File: src/hdl/weighted_quadratic_distance_assert.svh
// Assertion macros shared by the weighted quadratic distance RTL.
`ifndef WEIGHTED_QUADRATIC_DISTANCE_ASSERT_SVH
`define WEIGHTED_QUADRATIC_DISTANCE_ASSERT_SVH

// The check holds in the cycle after the condition, sampled on clk, off during reset.
`define WQD_ASSERT_NEXT(label, pre, post) \
    label: assert property (@(posedge clk) disable iff (!rst_n) (pre) |=> (post)) \
        else $error("weighted quadratic distance check failed");

// The check holds in the same cycle as the condition.
`define WQD_ASSERT_SAME(label, pre, post) \
    label: assert property (@(posedge clk) disable iff (!rst_n) (pre) |-> (post)) \
        else $error("weighted quadratic distance check failed");

`endif

File: src/hdl/wqd_pkg.sv
// Shared widths, types, register codes and helpers of the weighted quadratic distance block.
package wqd_pkg;

    localparam int LANES       = 4;
    localparam int DIM_DEFAULT = 4;
    localparam int DATA_W      = 16;
    localparam int DIFF_W      = DATA_W + 1;
    localparam int PROD_W      = DATA_W + DIFF_W;
    localparam int ROW_W       = PROD_W + 2;
    localparam int DIST_W      = 52;
    localparam int CFG_W       = LANES * DATA_W;
    localparam int CFG_IDX_W   = 3;
    localparam int STAGES      = 5;

    typedef logic signed [DATA_W-1:0] data_t;
    typedef logic signed [DIFF_W-1:0] diff_t;
    typedef logic signed [PROD_W-1:0] prod_t;
    typedef logic signed [ROW_W-1:0]  row_t;
    typedef logic signed [DIST_W-1:0] dist_t;
    typedef logic [CFG_W-1:0]         cfg_word_t;
    typedef logic [LANES-1:0][CFG_W-1:0] weight_mat_t;
    typedef diff_t [LANES-1:0] diff_vec_t;
    typedef row_t  [LANES-1:0] row_vec_t;
    typedef dist_t [LANES-1:0] dist_vec_t;

    typedef enum logic [CFG_IDX_W-1:0] {
        REG_MEAN,
        REG_ROW_A,
        REG_ROW_B,
        REG_ROW_C,
        REG_ROW_D
    } cfg_reg_t;

    // Load enables for the two register stages held inside one datapath module.
    typedef struct packed {
        logic load_a;
        logic load_b;
    } pipe_ctrl_t;

    function automatic data_t lane_of(cfg_word_t word, int unsigned lane);
        return data_t'(word[lane*DATA_W +: DATA_W]);
    endfunction

endpackage

File: src/hdl/wqd_cfg_regs.sv
// Configuration register file holding the mean vector and the weight matrix rows.
module wqd_cfg_regs
(
    input  logic                         clk,
    input  logic                         rst_n,
    input  logic                         cfg_valid,
    output logic                         cfg_ready,
    input  logic [wqd_pkg::CFG_IDX_W-1:0] cfg_index,
    input  wqd_pkg::cfg_word_t           cfg_data,
    output wqd_pkg::cfg_word_t           mean,
    output wqd_pkg::weight_mat_t         weights
);
    import wqd_pkg::*;

    `include "weighted_quadratic_distance_assert.svh"

    cfg_word_t   mean_reg;
    weight_mat_t weight_reg;
    logic        wr_en;

    assign cfg_ready = 1'b1;
    assign wr_en     = cfg_valid & cfg_ready;
    assign mean      = mean_reg;
    assign weights   = weight_reg;

    always_ff @(posedge clk or negedge rst_n)
    begin
        if (!rst_n)
        begin
            mean_reg   <= '0;
            weight_reg <= '0;
        end
        else if (wr_en)
        begin
            case (cfg_index)
                REG_MEAN:  mean_reg      <= cfg_data;
                REG_ROW_A: weight_reg[0] <= cfg_data;
                REG_ROW_B: weight_reg[1] <= cfg_data;
                REG_ROW_C: weight_reg[2] <= cfg_data;
                REG_ROW_D: weight_reg[3] <= cfg_data;
                default:   ;
            endcase
        end
    end

    `WQD_ASSERT_NEXT(a_mean_write, wr_en && cfg_index == REG_MEAN, mean_reg == $past(cfg_data))

endmodule

File: config.mk
export PLATFORM = sky130hd
export DESIGN_NAME = wqd_cfg_regs
export DESIGN_NICKNAME = d
export VERILOG_FILES = /design/src/hdl/wqd_pkg.sv /design/src/hdl/wqd_cfg_regs.sv
export VERILOG_INCLUDE_DIRS = /design/src /design/src/hdl
export SDC_FILE = /design/constraint.sdc
export NUM_CORES = 1
export LEC_CHECK = 0
export BUFFER_PORTS_ARGS = -buffer_cell sky130_fd_sc_hd__clkbuf_2
export CORE_MARGIN = 5
export CORE_UTILIZATION = 45
export CTS_CLUSTER_DIAMETER = 30
export DETAILED_ROUTE_END_ITERATION = 8
export PLACE_DENSITY = 0.7
export SETUP_SLACK_MARGIN = 0.05
export SLEW_MARGIN = 20
export SYNTH_ARGS = -nofsm -noshare
export SYNTH_HDL_FRONTEND = slang
export SYNTH_SLANG_ARGS = --single-unit
File: constraint.sdc
create_clock -name clk -period 2 [get_ports clk]
set_clock_uncertainty 0.05 [all_clocks]
set_input_delay 0.4 -clock clk [delete_from_list [all_inputs] [get_ports clk]]
set_output_delay 0.4 -clock clk [all_outputs]
set_load 0.01 [all_outputs]
-- Word level (Yosys, flattened, before mapping)
Index checks and enable logic that the tools add are counted.
- equality and inequality tests: 4
- reduce and logical (&&, ||, !) cells: 6
- operators with widths (operator ; count):
    $reduce_and 2->1 ; 5
    $eq 3x2->1 const B ; 2
    $eq 3x1->1 const B ; 1
    $eq 3x3->1 const B ; 1
    $logic_not 3->1 ; 1
- register bits after elaboration: 320
- logic and storage cells: 15

-- Logic depth before layout (Yosys ltp)
Gate-level depths: netlist of the first run.
- depth after elaboration: 2
- depth in mapped cells: 4
- gate-level depth less buffers: 2

-- Least setup slack after synthesis of the first run
Ideal clock, no wire load.
- path kind: input -> register
- start point: input cfg_index[0] (netlist name)
- end point: register weight_reg (netlist bit weights[195])
- data required time: 1.825 ns
- library setup time: 0.125 ns
- path slack: 0.464 ns
- cell stages on the path: 4
- arrival: 1.360 ns
- path through: nor4bb_2 -> buf_6 -> buf_12 -> mux2_4
- word-level cells in the longest chain between the ends: 2
- ends and longest elaborated chain (item ; RTL line ; RTL):
    start, declared ; wqd_cfg_regs.sv:8 ; input logic [wqd_pkg::CFG_IDX_W-1:0] cfg_index,
    $eq 3x3->1 ; wqd_cfg_regs.sv:35 ; case (cfg_index)
    $reduce_and 2->1 (no source line) ; - ;
    end, declared ; wqd_cfg_regs.sv:18 ; weight_mat_t weight_reg;
Every way passes these cells.
A chain may end at the register's enable or synchronous reset.

-- Final worst setup path of the first run
- start point: register weight_reg (netlist bit weights[204])
- end point: output weights[204] (netlist name)
- RTL lines (item ; RTL line ; RTL):
    end, declared ; wqd_cfg_regs.sv:11 ; output wqd_pkg::weight_mat_t weights
No word-level cell between the ends.

==> out/metrics.cfg, run 1 <==
[worst_hold_path]
whs_path_depth=2
hp-start=cfg_data[60]
hold_path_class=in -> reg
min_to=mean[60]$_DFFE_PN0P_

[worst_setup_path]
path_buf_inv=1
crit_path_max_incr_delay_ns=0.41
r2r_setup_slack_ns=1.14
cp-end-kind=primary output
cp_max_fo=2
crit_type=reg -> out
cp.required_ns=1.55
r2r-start=mean[57]$_DFFE_PN0P_
path_delay_family=flip-flops
r2r_end=mean[57]$_DFFE_PN0P_
worst_r2r_path_depth=1
crit_slowest_cell=dfrtp_1
cp-start-kind=register
arrival_ns=1.09
path_cells=clkbuf_2

[outcome]
outcome=completed

[power_and_ir_drop]
combPwrFrac_pct=19.0
vdd_ir_drop_max_uv=757
p_int_mw=17.0
p_sw_mw=6.14
p_sw_share_pct=26.6
p_leak_nw=8.16
power_per_cell_area_nw_per_um2=1380
seq_power_share_pct=37.8
p_clk_share_pct=43.2

[sta]
period_share_pct=77.1
period_needed_ns=1.54
setup_viol=0
grt_setup_unrepaired=false
hold_viol=0
finalSetupTns_ns=0
drv_slew=0
clock.fmax_mhz=649

[floorplanning]
coreArea_sq_um=27000
die_h_um=176
placementRows=60
start_util_pct=45.7
die_x_um=176
ios=391
die_area_sq_um=30800

[place]
routabilityCongestion=0.744
hpwl_um=22000
dpl.cell_count=1404
portBuffers=389

[synth]
yosysTopAreaCell=dfrtp_1
synth_area_leaders=dfrtp_1 (65%), mux2_2 (23%), mux2_4 (7.3%)
synth_cell_types=13
syn_inst=682
synth_nets=752
synth_top_area_share_pct=65.0
avgSynthCellArea_sq_um=18.1
syn-cell-area_sq_um=12300
ys_ff_latch=320
seq_area_frac_synth_pct=65.0
ys_warn_count=0

[routing]
antenna_left=0
num_vias=7631
firstDrtPassIters=4
routed_wl_um=31000
avgRoutedWirePerCell_um=20.5
via_per_inst=5.05
drc=0
drt-initial-drc-count=241

[clocking]
cts-root-buf=clkbuf_16
clock_path_buffers=3
cts.sinks=320
cts_tree=yes
ctsResizeCount=0
cts-buffers-inserted=58
cts.clk_slew.worst_paths_ns=0.05
htree_num_levels=2
postCtsSetupBuffers=0
clock_latency_ns=0.54

[finish]
drive_gt1_share_pct=71.3
antenna_cells=0
area_growth_pct=36.1
fin_cells=1511
largest_reg_flops=256
final_nets=1194

[global_route]
grt_pass1_wl_um=48900
grt-ovfl-total=0
grt-busiest-layer=met2
antenna_found_initial=0
use_met1_pct=23.7
grt_max_degree=53
grt_pass1_vias=8295
grt_usage_pct=19.9
grtUsageMet3_pct=4.48
grt_use_met2_pct=35.2

[job]
maxCapViolCount=0

[power by group through the flow]
stage	Combinational [mW]	Sequential (mW)	Clock (mW)
after floorplan	1.51	9.39	0
after global placement	4.37	8.77	0
after detailed placement	4.46	8.81	0
after CTS	4.49	8.74	10.2
after global routing	4.71	8.92	10.5
final	4.40	8.74	9.99
[layout by cell type, fill, tap and decap left out, types with 2 or more instances in the layout]
cell type,count
clkinv_2,10
mux2_4,60
clkinv_4,4
dfrtp_1,320
bufinv_16,9
clkbuf_8,8
buf_4,12
inv_6,4
mux2_1,5
and4bb_4,2
clkbuf_1,8
mux2_2,255
clkinvlp_4,4
buf_12,16
clkbuf_2,388
clkbuf_16,59
[layer usage]
metal	vias up	share of wire (%)
met5	-	0
met4	0	3.5
met3	62	5.4
met2	268	52
met1	3952	39
li1	3349	-
[area by class of cell]
type | instances | area, sq um
Fill cell | 2014 | 10200
Sequential cell | 320 | 8010
Multi-Input combinational cell | 326 | 3920
Timing Repair Buffer | 418 | 2380
Clock buffer | 75 | 1620
Tap cell | 341 | 427
Clock inverter | 31 | 420
[worst max path at each step]
stage                     slack, ns                startpoint  depth (start not counted)                        to
after floorplan                0.46              cfg_index[0]                          4  weights[195]$_DFFE_PN0P_
after global placement         0.11              cfg_index[0]                          5  weights[194]$_DFFE_PN0P_
after detailed placement       0.07              cfg_index[0]                          5  weights[194]$_DFFE_PN0P_
after CTS                      0.43  weights[218]$_DFFE_PN0P_                          1              weights[218]
after global routing           0.41  weights[218]$_DFFE_PN0P_                          1              weights[218]
final                          0.46  weights[204]$_DFFE_PN0P_                          1              weights[204]
[metrics by stage]
stage | worst slack [ns] | power (mW) | hold WS, ns | instance area [sq um] | utilization, %
3_3_place_gp | 0.107 | 13.1 | 0.312 | 14700 | 54.6
4_1_cts | 0.429 | 23.4 | 0.0682 | 16800 | 62.2
5_1_grt | 0.412 | 24.2 | 0.0826 | 16800 | 62.2
2_1_floorplan | 0.464 | 10.9 | 0.0544 | 12300 | -
3_5_place_dp | 0.0739 | 13.3 | 0.309 | 14700 | 54.6
6_report | 0.459 | 23.1 | 0.0941 | 16800 | 62.2
[kinds of logic (layout without fill, tap and decap cells)]
| logic type | count (synthesis) | count (layout) | share of synthesized area, % |
|---|---|---|---|
| AND/OR/NAND/NOR | 5 | 5 | 0.528 |
| buffers and inverters | 36 | 524 | 3.42 |
| other | 1 | 1 | 0.0304 |
| flip-flops | 320 | 320 | 65.0 |
| multiplexers | 320 | 320 | 31.1 |
[Yosys cell counts, drive strengths merged]
master	number
buf	36
mux2	320
nor4bb	1
and4bb	2
conb	1
nand4b	1
nor4b	1
dfrtp	320
[what timing repair did]
| action | CTS | global route |
|---|---|---|
| hold endpoints to repair | 39 | 0 |
| setup endpoints to repair | 0 | 0 |
| hold buffers | 1 | 0 |
Power figures use the tool's default switching activity.
==> inputs of run 2 (changes only) <==
--- a/config.mk
+++ b/config.mk
@@ -6,12 +6,13 @@
 export SDC_FILE = /design/constraint.sdc
 export NUM_CORES = 1
 export LEC_CHECK = 0
+export ABC_AREA = 1
 export BUFFER_PORTS_ARGS = -buffer_cell sky130_fd_sc_hd__clkbuf_2
 export CORE_MARGIN = 5
 export CORE_UTILIZATION = 45
 export CTS_CLUSTER_DIAMETER = 30
 export DETAILED_ROUTE_END_ITERATION = 8
-export PLACE_DENSITY = 0.7
+export PLACE_DENSITY = 0.73
 export SETUP_SLACK_MARGIN = 0.05
 export SLEW_MARGIN = 20
 export SYNTH_ARGS = -nofsm -noshare
==> constraint.sdc (replaced) <==
create_clock -name clk -period 1.3 [get_ports clk]
set_clock_uncertainty 0.05 [all_clocks]
set_input_delay 0.26 -clock clk [delete_from_list [all_inputs] [get_ports clk]]
set_output_delay 0.26 -clock clk [all_outputs]
set_load 0.01 [all_outputs]
==> out/metrics.cfg, run 2 <==
[sta]
tightest_slew_ns=0.522
hold_viol=0
setup_viol=320
fin_ws_ns=-0.139
slew_headroom_pct=65.2
clock.fmax_mhz=695
period_share_pct=111
grt_setup_unrepaired=true
period_needed_ns=1.44
drv_slew=0

[outcome]
violations=setup timing
outcome=finished with violations

[synth]
syn-cell-area_sq_um=12500
synth_ff_type=dfrtp_1
synth_nets=1463
ys_warn_count=0
synth_top_family_by_area=simple AND/OR/NAND/NOR gates
post-synth-top-count-cell=nand2_1
synth_cell_types=13
synth_top_area_share_pct=64.2
yosysTopAreaCell=dfrtp_1
synth_area_leaders=dfrtp_1 (64%), nand2_1 (21%), nand3_1 (10%)
synth_compound_area_share_pct=0
synthMuxAreaShare_pct=0
synth_adder_area_share_pct=0
synthArstFlopShare_pct=100
yosys-top-cells-count=nand2_1 (711), dfrtp_1 (320), nand3_1 (256)
synth-simple-area-share_pct=32.0
syn_inst=1393
synth-edff-count=0
seq_area_frac_synth_pct=64.2
ys_ff_latch=320
avgSynthCellArea_sq_um=8.95
synth_xor_area_share_pct=0

[global_route]
grt_max_degree=58
grt-ovfl-total=0
antenna_found_initial=0
grt_usage_pct=28.8
grt_pass1_vias=12600
grt_pass1_wl_um=70800

[floorplanning]
placementRows=61
ios=391
die_x_um=176
die_h_um=176
coreArea_sq_um=27600
die_area_sq_um=31100
start_util_pct=45.3

[power_and_ir_drop]
power_mw=38.0
vdd_ir_drop_max_uv=1190
power_per_cell_area_nw_per_um2=1910
p_leak_nw=11.2

[finish]
antenna_cells=0
drive_gt1_share_pct=35.3
final_cell_mix=nand2_1 (707), dfrtp_1 (320), clkbuf_2 (287)
area_growth_pct=59.6
mostFrequentLayoutCell=nand2_1
largest_reg_flops=256
final_nets=2114
fillCellCount=1796
post-route-util_pct=72.3

[worst_setup_path]
cp-start-kind=register
cp-end-kind=primary output
crit_path_max_incr_delay_ns=0.42
r2r-start=mean[19]$_DFFE_PN0P_
startpoint=weights[56]$_DFFE_PN0P_
crit_slowest_cell=dfrtp_1
path_buf_inv=1
path_cells=clkbuf_2
crit_type=reg -> out
cp.required_ns=0.99
arrival_ns=1.13
path_delay_family=flip-flops
cp_max_fo=2

[clocking]
clock_latency_ns=0.55
cts.sinks=320
cts_tree=yes
clock_path_buffers=3
htree_num_levels=2
cts-buffers-inserted=59
cts.clk_slew.worst_paths_ns=0.05
cts-root-buf=clkbuf_16

[routing]
via_per_inst=5.33
antenna_left=0
num_vias=13200
firstDrtPassIters=6
routed_wl_um=48800
drc=0
drt-initial-drc-count=1344
avgRoutedWirePerCell_um=19.8

[place]
hpwl_um=28500
portBuffers=389
routabilityCongestion=0.869
pre_cts_slack_ns=-0.0819

[worst_hold_path]
hp-start=cfg_data[2]
hold_path_class=in -> reg

[job]
maxCapViolCount=0

run 2: cell types whose count changed in the layout (fill, tap and decap cells not counted), sizes merged, moves of 2 or more:
cell | before | now
clkbuf | 463 | 363
mux2 | 320 | 0
dlygate4sd3 | 1 | 62
buf | 29 | 332
nand2 | 0 | 712
inv | 4 | 16
nor2 | 0 | 5
nand3 | 0 | 256
and4bb | 2 | 0
run 2: metal layers:
layer | up-vias | part of all wire (%) | track usage [%]
li1 | 5727 | - | -
met1 | 6323 | 37 | 37.7
met2 | 926 | 47 | 46.2
met3 | 189 | 11 | 7.24
met4 | 0 | 4.6 | 11.9
met5 | - | 0 | 0
run 2: cells by family after synthesis:
logic type             count (synthesis)
buffers and inverters                 99
flip-flops                           320
AND/OR/NAND/NOR                      973
other                                  1
run 2: metrics by stage:
| step | area (sq um) | hold WS (ns) | cells | setup TNS [ns] |
|---|---|---|---|---|
| 4_1_cts | 18700 | 0.00514 | 2378 | -30.67 |
| 3_3_place_gp | 15200 | 0.137 | 2115 | -7.52 |
| 5_1_grt | 19900 | 0.0280 | 2471 | -35.63 |
| 6_report | 19900 | 0.0186 | 2471 | -25.94 |
| 3_5_place_dp | 15200 | 0.135 | 2115 | -14.93 |
| 2_1_floorplan | 12500 | -0.0856 | 1393 | 0 |
run 2: power breakdown:
part           internal, mW  switching (mW)
registers              11.9            1.30
clock network          11.0            5.36
logic                  4.17            4.30
run 2: repair_timing:
action                     CTS  global route
resized for setup            3           224
hold buffers                62             0
buffers inserted            91            93
cloned                       0             0
hold endpoints to repair   580             0
setup endpoints to repair  320           320
run 2: worst paths after layout:
check,endpoint,depth (start not counted),slack [ns]
min in group asynchronous,weights[238]$_DFFE_PN0P_,2,0.15
worst min register to register,weights[229]$_DFFE_PN0P_,2,0.41
worst min-delay path,weights[130]$_DFFE_PN0P_,3,0.02
worst max register to register,mean[19]$_DFFE_PN0P_,4,0.35
worst max-delay path,weights[56],1,-0.14
max in group asynchronous,weights[29]$_DFFE_PN0P_,3,0.41
run 2: cell type report:
class                           count  area, sq um  area share, %
Clock inverter                     36          495           2.49
Sequential cell                   320         8010           40.2
Tap cell                          378          473           2.38
Inverter                            6         22.5          0.113
Clock buffer                       74         1650           8.26
Multi-Input combinational cell    974         4030           20.2
Timing Repair Buffer              683         5240           26.3
run 2: worst min-delay path, delay by kind of cell:
family / cells / cell delay, ns
buffers and inverters: 1 / 0.17
AND/OR/NAND/NOR: 2 / 0.15
